<file path="src/sv/tprj_pkg.sv">
// Shared widths, codes and control structs of the timestamp pair ratio join.
package tprj_pkg;

  localparam int FRACTION_BITS = 8;
  localparam int SYMBOL_BYTES  = 8;

  localparam int PORT_W    = 2;
  localparam int STAMP_W   = 64;
  localparam int LEVEL_W   = 32;
  localparam int TICKER_W  = 64;
  localparam int CFG_W     = 3;
  localparam int CFG_IDX_W = 2;

  localparam int NUM_W = LEVEL_W + FRACTION_BITS;
  localparam int CNT_W = $clog2(NUM_W + 1);

  localparam logic [TICKER_W-1:0] SYM_MASK =
    {TICKER_W{1'b1}} >> (TICKER_W - 8 * SYMBOL_BYTES);

  typedef enum logic [CFG_IDX_W-1:0] {
    CFG_ENABLE   = 2'd0,
    CFG_RANGE    = 2'd1,
    CFG_MOVEMENT = 2'd2
  } cfg_reg_t;

  typedef enum logic [1:0] {
    SIDE_NONE = 2'd0,
    SIDE_TR   = 2'd1,
    SIDE_DM   = 2'd2
  } side_t;

  typedef enum logic [1:0] {
    ACT_PASS  = 2'd0,
    ACT_STORE = 2'd1,
    ACT_DROP  = 2'd2,
    ACT_MATCH = 2'd3
  } action_t;

  typedef struct packed {
    logic load_pass;
    logic store;
    logic start_div;
    logic load_ratio;
  } cmd_t;

  typedef struct packed {
    action_t action;
    logic    div_busy;
  } stat_t;

endpackage

</file>
<file path="src/sv/tprj_in_if.sv">
// Input channel: valid/ready handshake with the message fields.
interface tprj_in_if;
  logic                                valid;
  logic                                ready;
  logic [tprj_pkg::PORT_W-1:0]         in_port;
  logic                                is_indicator;
  logic [tprj_pkg::STAMP_W-1:0]        stamp;
  logic signed [tprj_pkg::LEVEL_W-1:0] level;
  logic [tprj_pkg::TICKER_W-1:0]       ticker;

  modport source (output valid, in_port, is_indicator, stamp, level, ticker, input ready);
  modport sink   (input valid, in_port, is_indicator, stamp, level, ticker, output ready);
endinterface

</file>
<file path="src/sv/tprj_out_if.sv">
// Output channel: valid/ready handshake with the result fields.
interface tprj_out_if;
  logic                                valid;
  logic                                ready;
  logic [tprj_pkg::PORT_W-1:0]         out_port;
  logic                                kind;
  logic [tprj_pkg::STAMP_W-1:0]        out_stamp;
  logic signed [tprj_pkg::LEVEL_W-1:0] out_level;
  logic [tprj_pkg::TICKER_W-1:0]       out_ticker;

  modport source (output valid, out_port, kind, out_stamp, out_level, out_ticker, input ready);
  modport sink   (input valid, out_port, kind, out_stamp, out_level, out_ticker, output ready);
endinterface

</file>
<file path="src/sv/tprj_div.sv">
// Radix-2 restoring divider on magnitudes with signed saturation of the quotient.
module tprj_div (
  input  logic                                clk,
  input  logic                                rst,
  input  logic                                start,
  input  logic [tprj_pkg::NUM_W-1:0]          num_mag,
  input  logic [tprj_pkg::LEVEL_W-1:0]        den_mag,
  input  logic                                neg,
  input  logic                                den_zero,
  output logic                                busy,
  output logic signed [tprj_pkg::LEVEL_W-1:0] result
);
  import tprj_pkg::*;

  localparam logic [NUM_W-1:0] POS_LIM = NUM_W'({1'b0, {(LEVEL_W-1){1'b1}}});
  localparam logic [NUM_W-1:0] NEG_LIM = NUM_W'({1'b1, {(LEVEL_W-1){1'b0}}});

  logic [CNT_W-1:0]   count;
  logic [NUM_W-1:0]   quo;
  logic [LEVEL_W-1:0] rem;
  logic [LEVEL_W-1:0] den;
  logic               neg_r;
  logic               zero_r;
  logic [LEVEL_W:0]   rem_shift;
  logic               ge;
  logic [LEVEL_W-1:0] rem_next;
  logic [LEVEL_W-1:0] quo_low;

  assign rem_shift = {rem, quo[NUM_W-1]};
  assign ge        = rem_shift >= {1'b0, den};
  assign rem_next  = ge ? LEVEL_W'(rem_shift - {1'b0, den}) : rem_shift[LEVEL_W-1:0];

  always_ff @(posedge clk) begin
    if (rst) begin
      busy  <= 1'b0;
      count <= '0;
    end else if (start) begin
      busy  <= 1'b1;
      count <= CNT_W'(NUM_W);
    end else if (busy) begin
      count <= count - 1'b1;
      if (count == CNT_W'(1)) begin
        busy <= 1'b0;
      end
    end
  end

  always_ff @(posedge clk) begin
    if (start) begin
      quo    <= num_mag;
      rem    <= '0;
      den    <= den_mag;
      neg_r  <= neg;
      zero_r <= den_zero;
    end else if (busy) begin
      rem <= rem_next;
      quo <= {quo[NUM_W-2:0], ge};
    end
  end

  assign quo_low = quo[LEVEL_W-1:0];

  always_comb begin
    if (zero_r) begin
      result = '0;
    end else if (neg_r) begin
      if (quo > NEG_LIM) begin
        result = {1'b1, {(LEVEL_W-1){1'b0}}};
      end else begin
        result = -signed'(quo_low);
      end
    end else begin
      if (quo > POS_LIM) begin
        result = {1'b0, {(LEVEL_W-1){1'b1}}};
      end else begin
        result = signed'(quo_low);
      end
    end
  end
endmodule

</file>
<file path="src/sv/tprj_ctrl.sv">
// Controller: sequences accept, divide and result load, and owns the output valid flag.
module tprj_ctrl (
  input  logic            clk,
  input  logic            rst,
  input  logic            in_valid,
  output logic            in_ready,
  output logic            out_valid,
  input  logic            out_ready,
  input  tprj_pkg::stat_t stat,
  output tprj_pkg::cmd_t  cmd
);
  import tprj_pkg::*;

  typedef enum logic [1:0] {
    S_IDLE = 2'b01,
    S_DIV  = 2'b10
  } state_t;

  state_t state;
  state_t state_next;
  logic   slot_free;

  assign slot_free = !out_valid || out_ready;

  always_comb begin
    state_next = state;
    cmd        = '0;
    in_ready   = 1'b0;
    unique case (state)
      S_IDLE: begin
        in_ready = slot_free;
        if (in_valid && slot_free) begin
          unique case (stat.action)
            ACT_PASS:  cmd.load_pass = 1'b1;
            ACT_STORE: cmd.store = 1'b1;
            ACT_DROP:  ;
            ACT_MATCH: begin
              cmd.start_div = 1'b1;
              state_next    = S_DIV;
            end
            default: ;
          endcase
        end
      end
      S_DIV: begin
        if (!stat.div_busy && slot_free) begin
          cmd.load_ratio = 1'b1;
          state_next     = S_IDLE;
        end
      end
      default: state_next = S_IDLE;
    endcase
  end

  always_ff @(posedge clk) begin
    if (rst) begin
      state     <= S_IDLE;
      out_valid <= 1'b0;
    end else begin
      state <= state_next;
      if (cmd.load_pass || cmd.load_ratio) begin
        out_valid <= 1'b1;
      end else if (out_ready) begin
        out_valid <= 1'b0;
      end
    end
  end
endmodule

</file>
<file path="src/sv/tprj_dpath.sv">
// Datapath: configuration, pending message store, item decode, divider and output register.
module tprj_dpath (
  input  logic                                 clk,
  input  logic                                 rst,
  input  logic                                 cfg_we,
  input  logic [tprj_pkg::CFG_IDX_W-1:0]       cfg_index,
  input  logic [tprj_pkg::CFG_W-1:0]           cfg_data,
  input  logic [tprj_pkg::PORT_W-1:0]          in_port,
  input  logic                                 is_indicator,
  input  logic [tprj_pkg::STAMP_W-1:0]         stamp,
  input  logic signed [tprj_pkg::LEVEL_W-1:0]  level,
  input  logic [tprj_pkg::TICKER_W-1:0]        ticker,
  output logic [tprj_pkg::PORT_W-1:0]          out_port,
  output logic                                 kind,
  output logic [tprj_pkg::STAMP_W-1:0]         out_stamp,
  output logic signed [tprj_pkg::LEVEL_W-1:0]  out_level,
  output logic [tprj_pkg::TICKER_W-1:0]        out_ticker,
  input  tprj_pkg::cmd_t                       cmd,
  output tprj_pkg::stat_t                      stat
);
  import tprj_pkg::*;

  logic                      enable;
  logic signed [CFG_W-1:0]   range_port;
  logic signed [CFG_W-1:0]   movement_port;

  side_t                     pending_side;
  logic [STAMP_W-1:0]        pending_stamp;
  logic signed [LEVEL_W-1:0] pending_level;
  logic [TICKER_W-1:0]       pending_ticker;

  logic [STAMP_W-1:0]        res_stamp;
  logic [TICKER_W-1:0]       res_ticker;

  side_t                     side;
  logic [PORT_W-1:0]         pass_port;
  logic signed [LEVEL_W-1:0] dm_level;
  logic signed [LEVEL_W-1:0] tr_level;
  logic signed [NUM_W-1:0]   num_s;
  logic [NUM_W-1:0]          num_mag;
  logic [LEVEL_W-1:0]        den_mag;
  logic                      div_busy;
  logic signed [LEVEL_W-1:0] quotient;

  always_ff @(posedge clk) begin
    if (rst) begin
      enable        <= 1'b1;
      range_port    <= '1;
      movement_port <= '1;
    end else if (cfg_we) begin
      unique case (cfg_reg_t'(cfg_index))
        CFG_ENABLE:   enable <= cfg_data[0];
        CFG_RANGE:    range_port <= cfg_data;
        CFG_MOVEMENT: movement_port <= cfg_data;
        default: ;
      endcase
    end
  end

  always_comb begin
    side = SIDE_NONE;
    if (!range_port[CFG_W-1] && !movement_port[CFG_W-1]) begin
      if (range_port[PORT_W-1:0] == in_port) begin
        side = SIDE_TR;
      end else if (movement_port[PORT_W-1:0] == in_port) begin
        side = SIDE_DM;
      end
    end
  end

  always_comb begin
    pass_port     = in_port;
    stat.action   = ACT_PASS;
    stat.div_busy = div_busy;
    if (enable && !is_indicator) begin
      pass_port = '0;
    end else if (enable && side != SIDE_NONE) begin
      if (pending_side == SIDE_NONE || pending_side == side || stamp > pending_stamp) begin
        stat.action = ACT_STORE;
      end else if (pending_stamp > stamp) begin
        stat.action = ACT_DROP;
      end else begin
        stat.action = ACT_MATCH;
      end
    end
  end

  always_ff @(posedge clk) begin
    if (rst) begin
      pending_side <= SIDE_NONE;
    end else if (cmd.store) begin
      pending_side <= side;
    end else if (cmd.start_div) begin
      pending_side <= SIDE_NONE;
    end
  end

  always_ff @(posedge clk) begin
    if (cmd.store) begin
      pending_stamp  <= stamp;
      pending_level  <= level;
      pending_ticker <= ticker;
    end
  end

  assign dm_level = (side == SIDE_TR) ? pending_level : level;
  assign tr_level = (side == SIDE_TR) ? level : pending_level;
  assign num_s    = NUM_W'(dm_level) <<< FRACTION_BITS;
  assign num_mag  = num_s[NUM_W-1] ? NUM_W'(-num_s) : NUM_W'(num_s);
  assign den_mag  = tr_level[LEVEL_W-1] ? LEVEL_W'(-tr_level) : LEVEL_W'(tr_level);

  always_ff @(posedge clk) begin
    if (cmd.start_div) begin
      res_stamp  <= (side == SIDE_TR) ? stamp : pending_stamp;
      res_ticker <= ((side == SIDE_TR) ? ticker : pending_ticker) & SYM_MASK;
    end
  end

  tprj_div u_div (
    .clk      (clk),
    .rst      (rst),
    .start    (cmd.start_div),
    .num_mag  (num_mag),
    .den_mag  (den_mag),
    .neg      (dm_level[LEVEL_W-1] ^ tr_level[LEVEL_W-1]),
    .den_zero (tr_level == '0),
    .busy     (div_busy),
    .result   (quotient)
  );

  always_ff @(posedge clk) begin
    if (cmd.load_pass) begin
      out_port   <= pass_port;
      kind       <= 1'b0;
      out_stamp  <= stamp;
      out_level  <= level;
      out_ticker <= ticker;
    end else if (cmd.load_ratio) begin
      out_port   <= '0;
      kind       <= 1'b1;
      out_stamp  <= res_stamp;
      out_level  <= quotient;
      out_ticker <= res_ticker;
    end
  end
endmodule

</file>
<file path="src/sv/timestamp_pair_ratio_join.sv">
// Top level of the timestamp pair ratio join: controller, datapath and channel wiring.
//
//   Channel   Direction  Handshake            Payload
//   in_ch     sink       valid/ready          in_port, is_indicator, stamp, level, ticker
//   out_ch    source     valid/ready          out_port, kind, out_stamp, out_level, out_ticker
//   cfg       sink       cfg_we, no stall     cfg_index, cfg_data
//
// A passthrough, stored or dropped transaction is handled in S_IDLE, and the next one can be
// accepted in the following cycle, also while the output register holds a result if out_ch.ready is high.
// A matching pair starts the radix-2 divider, which produces one quotient bit per cycle;
// no transaction is accepted until the quotient is loaded into the output register.
// The output register holds its result until out_ch.ready is high.
// Reset is synchronous; it clears the pending store and restores the configuration.
module timestamp_pair_ratio_join (
  input  logic                           clk,
  input  logic                           rst,
  input  logic                           cfg_we,
  input  logic [tprj_pkg::CFG_IDX_W-1:0] cfg_index,
  input  logic [tprj_pkg::CFG_W-1:0]     cfg_data,
  tprj_in_if.sink                        in_ch,
  tprj_out_if.source                     out_ch
);
  import tprj_pkg::*;

  cmd_t  cmd;
  stat_t stat;

  tprj_ctrl u_ctrl (
    .clk       (clk),
    .rst       (rst),
    .in_valid  (in_ch.valid),
    .in_ready  (in_ch.ready),
    .out_valid (out_ch.valid),
    .out_ready (out_ch.ready),
    .stat      (stat),
    .cmd       (cmd)
  );

  tprj_dpath u_dpath (
    .clk          (clk),
    .rst          (rst),
    .cfg_we       (cfg_we),
    .cfg_index    (cfg_index),
    .cfg_data     (cfg_data),
    .in_port      (in_ch.in_port),
    .is_indicator (in_ch.is_indicator),
    .stamp        (in_ch.stamp),
    .level        (in_ch.level),
    .ticker       (in_ch.ticker),
    .out_port     (out_ch.out_port),
    .kind         (out_ch.kind),
    .out_stamp    (out_ch.out_stamp),
    .out_level    (out_ch.out_level),
    .out_ticker   (out_ch.out_ticker),
    .cmd          (cmd),
    .stat         (stat)
  );

  a_no_accept_while_dividing: assert property (
    @(posedge clk) disable iff (rst) stat.div_busy |-> !in_ch.ready
  ) else $error("input accepted while the divider is busy");

  a_no_overwrite_of_waiting_result: assert property (
    @(posedge clk) disable iff (rst) (out_ch.valid && !out_ch.ready) |->
      !(cmd.load_pass || cmd.load_ratio)
  ) else $error("output register loaded while its result waits");

  a_divider_starts: assert property (
    @(posedge clk) disable iff (rst) cmd.start_div |=> stat.div_busy
  ) else $error("divider did not start on a matching pair");
endmodule
</file>
<file path="src/flat_wrapper.sv">
// flat-port wrapper written by rule: the top's interface ports become plain ports
module timestamp_pair_ratio_join_flat import tprj_pkg::*;
  (clk, rst, cfg_we, cfg_index, cfg_data, in_ch_valid, in_ch_in_port, in_ch_is_indicator, in_ch_stamp, in_ch_level, in_ch_ticker, in_ch_ready, out_ch_valid, out_ch_out_port, out_ch_kind, out_ch_out_stamp, out_ch_out_level, out_ch_out_ticker, out_ch_ready);
  tprj_in_if in_ch_i ();
  tprj_out_if out_ch_i ();
  input  logic clk;
  input  logic rst;
  input  logic cfg_we;
  input  logic [tprj_pkg::CFG_IDX_W-1:0] cfg_index;
  input  logic [tprj_pkg::CFG_W-1:0] cfg_data;
  input wire logic [$bits(in_ch_i.valid)-1:0] in_ch_valid;
  input wire logic [$bits(in_ch_i.in_port)-1:0] in_ch_in_port;
  input wire logic [$bits(in_ch_i.is_indicator)-1:0] in_ch_is_indicator;
  input wire logic [$bits(in_ch_i.stamp)-1:0] in_ch_stamp;
  input wire logic [$bits(in_ch_i.level)-1:0] in_ch_level;
  input wire logic [$bits(in_ch_i.ticker)-1:0] in_ch_ticker;
  output wire logic [$bits(in_ch_i.ready)-1:0] in_ch_ready;
  output wire logic [$bits(out_ch_i.valid)-1:0] out_ch_valid;
  output wire logic [$bits(out_ch_i.out_port)-1:0] out_ch_out_port;
  output wire logic [$bits(out_ch_i.kind)-1:0] out_ch_kind;
  output wire logic [$bits(out_ch_i.out_stamp)-1:0] out_ch_out_stamp;
  output wire logic [$bits(out_ch_i.out_level)-1:0] out_ch_out_level;
  output wire logic [$bits(out_ch_i.out_ticker)-1:0] out_ch_out_ticker;
  input wire logic [$bits(out_ch_i.ready)-1:0] out_ch_ready;
  assign in_ch_i.valid = in_ch_valid;
  assign in_ch_i.in_port = in_ch_in_port;
  assign in_ch_i.is_indicator = in_ch_is_indicator;
  assign in_ch_i.stamp = in_ch_stamp;
  assign in_ch_i.level = in_ch_level;
  assign in_ch_i.ticker = in_ch_ticker;
  assign in_ch_ready = in_ch_i.ready;
  assign out_ch_valid = out_ch_i.valid;
  assign out_ch_out_port = out_ch_i.out_port;
  assign out_ch_kind = out_ch_i.kind;
  assign out_ch_out_stamp = out_ch_i.out_stamp;
  assign out_ch_out_level = out_ch_i.out_level;
  assign out_ch_out_ticker = out_ch_i.out_ticker;
  assign out_ch_i.ready = out_ch_ready;
  timestamp_pair_ratio_join u_core (.clk(clk), .rst(rst), .cfg_we(cfg_we), .cfg_index(cfg_index), .cfg_data(cfg_data), .in_ch(in_ch_i), .out_ch(out_ch_i));
endmodule
</file>
<file path="config.mk">
export PLATFORM = sky130hd
export DESIGN_NAME = timestamp_pair_ratio_join_flat
export DESIGN_NICKNAME = d
export VERILOG_FILES = /design/src/sv/tprj_pkg.sv /design/src/sv/tprj_in_if.sv /design/src/sv/tprj_out_if.sv /design/src/sv/tprj_div.sv /design/src/sv/tprj_ctrl.sv /design/src/sv/tprj_dpath.sv /design/src/sv/timestamp_pair_ratio_join.sv /design/src/flat_wrapper.sv
export SDC_FILE = /design/constraint.sdc
export NUM_CORES = 1
export LEC_CHECK = 0
export ABC_AREA = 1
export BUFFER_PORTS_ARGS = -buffer_cell sky130_fd_sc_hd__buf_2
export CAP_MARGIN = 15
export CORE_MARGIN = 2
export CORE_UTILIZATION = 50
export CTS_BUF_LIST = sky130_fd_sc_hd__clkbuf_2 sky130_fd_sc_hd__clkbuf_4 sky130_fd_sc_hd__clkbuf_8
export CTS_CLUSTER_SIZE = 14
export DETAILED_ROUTE_END_ITERATION = 16
export PLACE_DENSITY = 0.73
export SYNTH_ARGS = -nofsm -noshare
export SYNTH_HDL_FRONTEND = slang
export SYNTH_SLANG_ARGS = --single-unit
</file>
<file path="constraint.sdc">
create_clock -name clk -period 7.5 [get_ports clk]
set_clock_uncertainty 0.2 [all_clocks]
set_input_delay 0.75 -clock clk [delete_from_list [all_inputs] [get_ports clk]]
set_output_delay 0.75 -clock clk [all_outputs]
set_load 0.01 [all_outputs]
</file>
==> out/metrics.cfg <==
[routing]
drt-initial-drc-count = 2103
drc = 0
vias = 23700
wl_per_cell_um = 17.9
firstDrtPassIters = 6
antenna_left = 0
drt-total-wl_um = 80200
via_per_inst = 5.28

[yosys]
async_flop_share_pct = 0
seq_area_frac_synth_pct = 56.6
ys_ff_latch = 576
synthCells = 3192
synth.distinct_cells = 57
ys.flop_type = edfxtp_1
postSynthAreaPerCell_um2 = 9.28
synth_edf_count = 524
syn-num-nets = 3467
ys_warn_count = 0
netlist_area_um2 = 29600

[global_route]
grt_max_degree = 191
track_usage_pct = 25.9
grt_first_pass_wirelength_um = 123000
antenna_found_initial = 6
overflow = 0
grt_pass1_vias = 22900

[critical_path]
cp_slowest_cell = buf_4
arrival_ns = 4.49
cp_max_fo = 45
max_stage_delay_ns = 0.55
path_cells = dlygate4sd3_1 > buf_2 > inv_1 > ha_1 > nand2_1 > nor2_1 > inv_1 > nor3_1 > nand4_1 > nand2b_1 > nor2_1 > nand4_4 > nand2_2 > buf_4
timing.rr.end = u_core.u_dpath.out_port[0]$_SDFFCE_PP0P_
crit_type = input port to flip-flop
worst_setup_path_end_kind = flip-flop
reg2reg_depth = 10
cp.required_ns = 7.61
critPathTopFamily = simple AND/OR/NAND/NOR gates
start_kind = input port
reg2reg_setup_slack_ns = 3.13
crit_buf_inv = 5
reg2reg_from = u_core.u_dpath.movement_port[2]$_SDFFE_PP1P_

[pwr]
ir_worst_vdd_uv = 202
p_leak_nw = 15.5
pwr_density_cell_nw_per_um2 = 201

[run_status]
outcome = finished clean

[sta]
max_slew_margin_pct = 22.8
rsz0062_at_grt = false
fmax_mhz = 228
final.period_utilization_pct = 58.4
setup_viol = 0
finalCriticalPeriod_ns = 4.38
final.setup.tns_ns = 0
timing.final.ws_setup_ns = 3.12
hold_viol = 0
finalMaxSlewViolations = 0
worst_pin_slew_ns = 1.15

[place]
gp_congestion = 0.952
postPlaceCellArea_um2 = 31900
dp_hpwl_um = 54100
port_buffers = 337
place_ws_ns = 2.72
place_inst = 4205

[floorplan]
dieWidth_um = 247
initial_core_util_pct = 50.4
dieArea_um2 = 61200
core_area_um2 = 58800
fp.dieH_um = 247
io_pins = 338
rows = 89

[clock_tree]
clock_sinks = 576
clockBufferDepth = 3
post_cts_buffers = 0
htreeDepth = 3
numCtsBuffers = 96
clk_latency_ns = 0.75
path_clk_slew_ns = 0.06
cts_tree = yes
cts-root-buf = clkbuf_8

[hold_path]
worstHoldEndpoint = u_core.u_dpath.pending_stamp[23]$_DFFE_PN_
holdPathStages = 1
hp-class = input port to flip-flop
min_from = in_ch_stamp[23]

[flow_run]
maxCapViolations = 0

[finish]
nets = 3914
post-route-cell-area_um2 = 35100
final_cell_mix = nand2_1, edfxtp_1, inv_1, o21ai_0, buf_2
fillers = 4980
drive_above_1_share_pct = 16.0
area_growth_pct = 18.4
finalNonFillerCells = 4493
final_common_cell = nand2_1

==> layout make-up <==
type                       count  area, um^2  share of cell area (%)
antenna                        6        15.0                  0.0428
sequential                   576       16800                    47.8
clock inverter                43         450                    1.28
tap                          773         967                    2.76
multi-input combinational   2103       10800                    30.8
inverter                     400        1510                    4.29
clock buffer                 130        1590                    4.53
timing repair buffer         462        2960                    8.44
==> sequential cells by signal, summed over array words and instances, names as in the netlist, 40 cells and up <==
name	count
u_core.u_dpath.out_stamp	64
u_core.u_dpath.out_ticker	64
u_core.u_dpath.pending_stamp	64
u_core.u_dpath.pending_ticker	64
u_core.u_dpath.res_stamp	64
u_core.u_dpath.res_ticker	64
u_core.u_dpath.u_div.quo	40
==> worst reg2reg max path, stage by stage (launching register included) <==
cell	delay, ns
dfxtp_1	0.33
nor2_4	0.23
nand3_4	0.63
nand2_1	0.26
nand3_1	0.12
nand4_1	0.14
buf_12	0.51
buf_4	1.12
inv_1	0.31
o21ai_0	0.21
nor2_1	0.07
==> synthesized netlist by cell type, types with 4 or more instances <==
library cell / count / area, um^2
nand3b_1: 10 / 75.1
nand2_2: 7 / 43.8
edfxtp_1: 524 / 15700
inv_2: 8 / 30.0
or2_2: 15 / 93.8
xnor2_1: 24 / 210
o21a_1: 8 / 60.1
o211ai_1: 6 / 45.0
clkbuf_1: 69 / 259
a21oi_1: 102 / 510
nor2_4: 5 / 56.3
a21boi_0: 4 / 30.0
nand3_1: 148 / 741
nand4_1: 41 / 257
o21ai_1: 51 / 255
o22ai_1: 18 / 113
xor2_1: 50 / 438
nor3_1: 24 / 120
a21o_1: 4 / 30.0
o31ai_1: 6 / 45.0
nand2_1: 848 / 3180
a31oi_1: 6 / 37.5
nand3_2: 4 / 40.0
o21ai_0: 366 / 1830
buf_2: 26 / 130
ha_1: 101 / 1260
o21bai_1: 7 / 52.6
nor2_1: 184 / 691
o21ai_2: 20 / 175
nor2_2: 15 / 93.8
buf_6: 12 / 135
inv_1: 390 / 1460
dfxtp_1: 52 / 1040
==> where the power goes <==
part / total (W) / internal (W) / leakage, nW / switching, W
clock network: 0.00298 / 0.00161 / 1.07 / 0.00137
registers: 0.00357 / 0.00355 / 5.28 / 0.0000182
logic: 0.000479 / 0.000175 / 9.19 / 0.000303
==> how the worst max path moves through the flow <==
| stage | start | end | slack, ns | cells past startpoint |
|---|---|---|---|---|
| 2_1_floorplan | in_ch_in_port[1] | u_core.u_dpath.out_level[0]$_DFFE_PP_ | 1.44 | 10 |
| 3_3_place_gp | in_ch_in_port[0] | u_core.u_dpath.out_port[1]$_SDFFCE_PP0P_ | 2.82 | 13 |
| 3_5_place_dp | in_ch_in_port[0] | u_core.u_dpath.out_port[0]$_SDFFCE_PP0P_ | 2.72 | 13 |
| 4_1_cts | in_ch_stamp[63] | u_core.u_dpath.u_div.quo[36]$_DFFE_PP_ | 3.18 | 14 |
| 5_1_grt | u_core.u_dpath.movement_port[2]$_SDFFE_PP1P_ | u_core.u_dpath.out_port[1]$_SDFFCE_PP0P_ | 2.78 | 10 |
| 6_report | in_ch_stamp[55] | u_core.u_dpath.u_div.quo[36]$_DFFE_PP_ | 3.12 | 14 |
==> logic make-up (layout without fill, tap and decap cells) <==
group / Yosys count / after routing / share of synthesized area, %
flip-flops: 576 / 576 / 56.6
other: 0 / 6 / 0
buffers and inverters: 513 / 1035 / 6.95
AO/OA/AOI/OAI: 605 / 605 / 11.0
adder cells (fa/ha/maj): 102 / 102 / 4.33
multiplexers: 2 / 2 / 0.0718
XOR/XNOR: 74 / 74 / 2.19
AND/OR/NAND/NOR: 1320 / 1320 / 18.9
==> metal layers <==
layer  track usage, %  up-vias  share of wire [%]
li1                 -    11700                  -
met1             32.6    11000                 40
met2             42.9      885                 48
met3             6.55      184                8.3
met4             9.67        0                3.4
met5                0        -                  0
==> what timing repair did <==
action	CTS	global route
resized for setup	0	0
setup endpoints to repair	0	0
hold buffers	109	0
hold endpoints to repair	109	0
==> per-stage QoR <==
| stage | utilization, % | power [W] | hold WS [ns] |
|---|---|---|---|
| CTS | 59.6 | 0.00706 | 0.0000849 |
| floorplan | - | 0.00387 | 0.234 |
| global route | 59.7 | 0.00728 | 0.00351 |
| detailed placement | 54.3 | 0.00406 | 0.259 |
| finish | 59.7 | 0.00704 | 0.0472 |
| global placement | 54.3 | 0.00405 | 0.251 |
Note: power is estimated with default switching activity, not from simulation.
